### config.mk
export PLATFORM = sky130hd
export DESIGN_NAME = qrrs_div
export DESIGN_NICKNAME = d
export VERILOG_FILES = /design/src/hdl/qrrs_pkg.sv /design/src/hdl/qrrs_div.sv
export SDC_FILE = /design/constraint.sdc
export NUM_CORES = 2
export LEC_CHECK = 0
export BUFFER_PORTS_ARGS = -buffer_cell sky130_fd_sc_hd__buf_2
export CORE_ASPECT_RATIO = 1.1
export CORE_UTILIZATION = 50
export DETAILED_ROUTE_END_ITERATION = 10
export PLACE_DENSITY = 0.69
export SLEW_MARGIN = 20
export SYNTH_ARGS = -nofsm -noshare
export SYNTH_HDL_FRONTEND = slang
export SYNTH_SLANG_ARGS = --single-unit
### constraint.sdc
create_clock -name clock -period 7.6 [get_ports clock]
set_clock_uncertainty 0.2 [all_clocks]
set_input_delay 0.76 -clock clock [delete_from_list [all_inputs] [get_ports clock]]
set_output_delay 0.76 -clock clock [all_outputs]
set_load 0.03 [all_outputs]
### src/hdl/qrrs_pkg.sv
// ---------------------------------------------------------------------------
// qrrs_pkg: shared constants and types of the quadratic real root solver
// Widths of coefficients, discriminant, square root, quotient and bus fields.
// ---------------------------------------------------------------------------
package qrrs_pkg;

   localparam int COEF_WIDTH   = 16;
   localparam int FRAC_BITS    = 16;
   localparam int ROOT_WIDTH   = 40;
   localparam int STATUS_WIDTH = 2;

   // b^2 - 4ac, exact
   localparam int DISC_WIDTH   = 2 * COEF_WIDTH + 3;
   localparam int DMAG_WIDTH   = 2 * COEF_WIDTH + 1;
   // radicand disc * 2^(2*FRAC_BITS), rounded up to an even width
   localparam int RAD_RAW      = DMAG_WIDTH + 2 * FRAC_BITS;
   localparam int RAD_WIDTH    = ((RAD_RAW + 1) / 2) * 2;
   localparam int SQRT_WIDTH   = RAD_WIDTH / 2;
   localparam int DEN_WIDTH    = COEF_WIDTH + 1;
   localparam int NB_WIDTH     = COEF_WIDTH + FRAC_BITS + 1;
   localparam int NUM_WIDTH    = ((NB_WIDTH > SQRT_WIDTH + 1) ? NB_WIDTH : SQRT_WIDTH + 1) + 1;
   localparam int CMP_WIDTH    = ((NUM_WIDTH > ROOT_WIDTH) ? NUM_WIDTH : ROOT_WIDTH) + 1;

   localparam int REQ_DATA_WIDTH = ((3 * COEF_WIDTH + 7) / 8) * 8;
   localparam int RSP_FIELDS     = STATUS_WIDTH + 2 * ROOT_WIDTH;
   localparam int RSP_DATA_WIDTH = ((RSP_FIELDS + 7) / 8) * 8;

   // input, product, discriminant, square root, numerator, divider stages
   localparam int PIPE_DEPTH = 4 + SQRT_WIDTH + NUM_WIDTH;

   localparam logic [STATUS_WIDTH-1:0] ST_NONE   = 2'd0;
   localparam logic [STATUS_WIDTH-1:0] ST_DOUBLE = 2'd1;
   localparam logic [STATUS_WIDTH-1:0] ST_TWO    = 2'd2;
   localparam logic [STATUS_WIDTH-1:0] ST_AZERO  = 2'd3;

   typedef struct packed {
      logic [STATUS_WIDTH-1:0]    status;
      logic                       a_neg;
      logic [DEN_WIDTH-1:0]       den;
      logic signed [NB_WIDTH-1:0] nb;
   } sq_side_type;

   typedef struct packed {
      logic [STATUS_WIDTH-1:0] status;
      logic                    neg_p;
      logic                    neg_m;
   } dv_side_type;

endpackage

### src/hdl/qrrs_div.sv
// ---------------------------------------------------------------------------
// qrrs_div: pipelined unsigned divider
// Restoring long division, one quotient bit per stage.
// ---------------------------------------------------------------------------
module qrrs_div (
   input  logic                             clock,
   input  logic                             en,
   input  logic [qrrs_pkg::NUM_WIDTH-1:0]   num_in,
   input  logic [qrrs_pkg::DEN_WIDTH-1:0]   den_in,
   output logic [qrrs_pkg::NUM_WIDTH-1:0]   quo_out
);
   import qrrs_pkg::*;

   logic [NUM_WIDTH-1:0] num_ff [NUM_WIDTH];
   logic [DEN_WIDTH-1:0] rem_ff [NUM_WIDTH];
   logic [DEN_WIDTH-1:0] den_ff [NUM_WIDTH];
   logic [NUM_WIDTH-1:0] quo_ff [NUM_WIDTH];

   genvar j;
   generate
      for (j = 0; j < NUM_WIDTH; j++) begin : g_stage
         logic [NUM_WIDTH-1:0] prv_num;
         logic [DEN_WIDTH-1:0] prv_rem;
         logic [DEN_WIDTH-1:0] prv_den;
         logic [NUM_WIDTH-1:0] prv_quo;
         logic [DEN_WIDTH:0]   remx;
         logic [DEN_WIDTH:0]   diff;
         logic [DEN_WIDTH-1:0] rem_in;
         logic [NUM_WIDTH-1:0] quo_in;

         if (j == 0) begin : g_first
            assign prv_num = num_in;
            assign prv_rem = '0;
            assign prv_den = den_in;
            assign prv_quo = '0;
         end else begin : g_next
            assign prv_num = num_ff[j-1];
            assign prv_rem = rem_ff[j-1];
            assign prv_den = den_ff[j-1];
            assign prv_quo = quo_ff[j-1];
         end

         always_comb begin
            remx = {prv_rem, prv_num[NUM_WIDTH-1]};
            diff = remx - {1'b0, prv_den};
            if (remx >= {1'b0, prv_den}) begin
               rem_in = diff[DEN_WIDTH-1:0];
               quo_in = {prv_quo[NUM_WIDTH-2:0], 1'b1};
            end else begin
               rem_in = remx[DEN_WIDTH-1:0];
               quo_in = {prv_quo[NUM_WIDTH-2:0], 1'b0};
            end
         end

         always_ff @(posedge clock) begin
            if (en) begin
               num_ff[j] <= prv_num << 1;
               rem_ff[j] <= rem_in;
               den_ff[j] <= prv_den;
               quo_ff[j] <= quo_in;
            end
         end
      end
   endgenerate

   assign quo_out = quo_ff[NUM_WIDTH-1];

endmodule

* Word level (Yosys, flattened, before mapping) *
Memory sizes are Yosys's and may differ from the RTL's.
Index checks and enable logic that the tools add are counted.

operators by class
  $add $sub $neg = 35
  multipliers = 0
  divide/modulo/power cells = 0
  order comparisons = 35
  equal/unequal tests = 0
  shifts and indexed selects = 0
  multiplexer cells = 72
  bitwise logic cells = 0
  reduce and logical (&&, ||, !) cells = 0

operators by type and width
  kind            number
  $ge 18x17->1    34
  $mux 17         35
  $sub 17x17->17  34
  $mux 1          37
  $ge 1x17->1     1
  $sub 1x17->17   1

storage, ports and cells
  flip-flop bits (word level) = 0
  bits in latches = 0
  RAM bits = 3,605
  ROM bits = 0
  input port bits = 54
  word-level logic and storage cells = 146
  memories kept = 4

memories
  name    words  bits a word  rd ports  clocked after memory_dff  wr ports  RTL line        RTL
  quo_ff  35     35           35        0                         35        qrrs_div.sv:17  logic [NUM_WIDTH-1:0] quo_ff [NUM_WIDTH];
  num_ff  35     34           34        0                         35        qrrs_div.sv:14  logic [NUM_WIDTH-1:0] num_ff [NUM_WIDTH];
  den_ff  35     17           34        0                         35        qrrs_div.sv:16  logic [DEN_WIDTH-1:0] den_ff [NUM_WIDTH];
  rem_ff  35     17           34        0                         35        qrrs_div.sv:15  logic [DEN_WIDTH-1:0] rem_ff [NUM_WIDTH];

* Depth between registers and ports, before layout *
An unclocked memory read counts as a cell.

  word-level depth = 3
  gate-level depth with buffers = 14
  depth with buffers taken out = 12

* Least setup slack after synthesis *
OpenSTA, ideal clock, no wires.

  kind = register to register
  start point = mem num_ff[28][33] (netlist bit)
  end point = mem rem_ff[29][10] (netlist bit), data pin
  arrival time = 3.083 ns
  required time = 7.138 ns
  setup slack = 4.055 ns
  cell stages (with the launch flop) = 14
  path buffers = 1
  clock period less this slack = 3.545 ns
  path through = edfxtp_1 inv_1 ha_1 inv_1 fa_1 a211oi_2 nor2_1 o31a_1 a211o_1 a31oi_4 a21oi_2 a211oi_4 buf_6 mux2_1

RTL lines
  item         RTL line
  from (decl)  qrrs_div.sv:14
  to (decl)    qrrs_div.sv:15

==> flow_summary.json <==
{
  "via_per_inst": 5.48,
  "grtUsageTotal": 0.177,
  "worst_pin_slew_ns": 1.08,
  "tns_ns": 0,
  "yosysWarningCount": 0,
  "clock-sinks": 2381,
  "grt_pass1_vias": 58800,
  "max_freq_ghz": 0.235,
  "finalWeightedCongestion": 0.889,
  "rsz0062_at_grt": "false",
  "ir_drop_v": 0.000238,
  "clock_path_buffers": 3,
  "power_leakage_nw": 45.3,
  "synth-main-ff-cell": "edfxtp_1",
  "instances_no_fill": 10800,
  "r2r-end": "rem_ff[6][1]",
  "grt_max_degree": 201,
  "design.core.area_um2": 210000,
  "r2r_slack_ns": 3.34,
  "io_pins": 89,
  "setup_viol": 0,
  "reg2reg_depth": 11,
  "htreeDepth": 4,
  "synthesis.nets": 8156,
  "final_nets": 8465,
  "post-route-period-util": 0.561,
  "ys_ff_latch": 2381,
  "outcome": "completed",
  "final.min_clock_period_ns": 4.26,
  "drive_above_1_share": 0.0980,
  "initial_core_util": 0.505,
  "first_pass_iters": 6,
  "dieArea_um2": 214000,
  "path_clk_slew_ns": 0.06,
  "syn_area_um2": 106000,
  "portBuffers": 88,
  "crit_type": "reg2reg",
  "netlist_instances": 7489,
  "place_hpwl_um": 132000,
  "hold_viol": 0,
  "cp_data_required_time_ns": 8.05,
  "path_max_fanout": 32,
  "timing.slew.headroom": 0.283,
  "seq_area_frac_synth": 0.675,
  "die_width_um": 441,
  "hold_end": "rem_ff[0][0]",
  "worst_hold_path.num_cells": 3,
  "nFillCells": 16400,
  "r2r_start": "num_ff[5][33]",
  "multi_input_area_um2": 31300,
  "worstPathArrival_ns": 4.71,
  "wl_um": 191000,
  "die_y_um": 485,
  "synthArstFlopShare": 0,
  "crit_path_start_kind": "register",
  "clk_latency_ns": 0.89,
  "cts_tree": "built",
  "rows": 176,
  "dpl.cell_count": 10300,
  "route.detailed.drc": 0,
  "min_from": "num_in[34]",
  "drt_iter0_drc": 4081,
  "cp-end-kind": "register",
  "synthDistinctLibCells": 91,
  "root_buffer": "clkbuf_16",
  "synth_edf_count": 2381,
  "regArea_um2": 71500,
  "ant_nets": 0,
  "antenna_found_initial": 1,
  "wire_per_inst_um": 17.7,
  "synth_area_per_cell_um2": 14.1,
  "cts_made_buffers": 237,
  "drv_slew": 0,
  "hold_path.class": "in2reg",
  "grt_pass1_wl_um": 306000,
  "area_growth_pct": 11.8,
  "grt_overflow": 0,
  "drv_cap": 0,
  "vias": 59000,
  "power.density_nw_per_um2": 402
}
[worst max-delay path by stage]
stage / startpoint / endpoint / depth (start not counted)
floorplan: num_ff[28][33] / rem_ff[29][10] / 13
global placement: num_ff[11][33] / rem_ff[12][1] / 12
detailed placement: num_ff[11][33] / rem_ff[12][8] / 12
CTS: num_ff[11][33] / rem_ff[12][4] / 12
global route: num_ff[5][33] / rem_ff[6][1] / 11
finish: num_ff[5][33] / rem_ff[6][1] / 11
[cell families after synthesis]
logic type	Yosys count	share of synthesized area
XOR/XNOR	426	0.0352
AO/OA/AOI/OAI	1633	0.0980
flip-flops	2381	0.675
buffers and inverters	828	0.0299
AND/OR/NAND/NOR	1357	0.0603
multiplexers	251	0.0267
adder cells (fa/ha/maj)	613	0.0748
[placed cells by master, fill, tap and decap left out, drive strengths merged, types with 17 or more instances in the layout]
cell / netlist / final
mux2: 225 / 225
nor2: 378 / 378
a31oi: 68 / 68
and2: 29 / 29
nor4: 37 / 37
and3: 48 / 48
edfxtp: 2381 / 2381
or3: 30 / 30
fa: 33 / 33
clkbuf: 85 / 287
nand4: 66 / 66
a21oi: 519 / 519
o21bai: 57 / 57
xnor2: 255 / 255
nor3: 107 / 107
nand2: 396 / 396
nor2b: 53 / 53
clkinvlp: 0 / 17
o31ai: 35 / 35
buf: 33 / 137
a221o: 21 / 21
nand2b: 53 / 53
bufinv: 0 / 30
a211o: 24 / 24
dlygate4sd3: 0 / 51
a21boi: 20 / 20
o211ai: 17 / 17
clkinv: 1 / 101
nand3: 90 / 90
or2: 28 / 28
a21o: 184 / 184
xor2: 171 / 171
inv: 709 / 723
ha: 580 / 580
a211oi: 49 / 49
o21ai: 381 / 381
o21a: 72 / 72
mux2i: 26 / 26
[cell usage after synthesis (20+ instances only)]
cell type  count  share of area
buf_2         22         0.0010
a31oi_1       67         0.0040
a221o_1       21         0.0020
nor3_1       107         0.0051
fa_1          33         0.0062
o21bai_1      57         0.0040
ha_1         580          0.069
nor2b_1       53         0.0031
o21ai_0      373          0.018
nor2_1       378          0.013
a211o_1       24         0.0020
a21oi_1      518          0.024
xor2_1       171          0.014
mux2i_1       26         0.0025
o31ai_1       35         0.0025
mux2_2       209          0.022
a211oi_1      46         0.0033
nand2b_1      53         0.0031
a21boi_0      20         0.0014
or2_2         26         0.0015
xnor2_1      255          0.021
and2_1        28         0.0017
or3_1         30         0.0018
clkbuf_1      85         0.0030
a21o_1       184          0.013
edfxtp_1    2381           0.68
inv_1        709          0.025
nand2_1      396          0.014
and3_1        48         0.0028
nand4_1       66         0.0039
o21a_1        72         0.0051
nand3_1       90         0.0043
nor4_1        37         0.0022
[through the flow]
| stage | power [mW] | hold slack [ns] | cell area (um2) | setup slack, ns | util |
|---|---|---|---|---|---|
| global route | 50.5 | 0.111 | 118000 | 3.06 | 0.564 |
| global placement | 35.3 | 0.200 | 110000 | 3.28 | 0.524 |
| floorplan | 31.7 | 0.200 | 106000 | 4.06 | - |
| detailed placement | 35.8 | 0.205 | 110000 | 3.24 | 0.524 |
| finish | 47.6 | 0.148 | 118000 | 3.34 | 0.564 |
| CTS | 47.9 | 0.0805 | 118000 | 3.17 | 0.564 |
[power by group]
group          total (mW)  leakage [nW]  internal, mW  switching [mW]
clock                11.8          3.85          6.81            5.02
sequential           19.3          23.3          18.0            1.36
combinational        16.4          18.2          7.31            9.10
[final cells by class]
cell class	count	area share
antenna	1	0.0000211
clock buffer	287	0.0517
clock inverter	161	0.0159
inverter	710	0.0225
multi-input combinational	4280	0.265
sequential	2381	0.604
tap	2759	0.0291
timing repair buffer	188	0.0126
[flip-flops by register name, indices dropped and copies added (netlist names)]
name	flops
quo_ff	630
den_ff	578
rem_ff	578
num_ff	595
[timing repair]
item	in CTS	in global routing
hold endpoints to repair	51	0
setup endpoints to repair	0	0
hold buffers	51	0
setup buffers	0	0
resized for setup	0	0
[routing by layer]
layer / vias up / part of all wire / GRT usage
met3: 384 / 0.041 / 0.0270
met2: 1289 / 0.50 / 0.307
met5: - / 0 / 0
met4: 0 / 0.031 / 0.0633
li1: 28700 / - / -
met1: 28600 / 0.43 / 0.226
[worst max-delay path, cell delays in order, from the launching register on]
cell       delay (ns)
edfxtp_1         0.40
inv_1            0.08
ha_1             0.16
inv_1            0.06
fa_1             0.42
and4_1           0.24
a2111oi_0        0.52
o21ai_0          0.27
a211oi_1         0.51
o311a_1          0.24
a31o_2           0.53
mux2_2           0.40
Note: power is estimated with default switching activity, not from simulation.
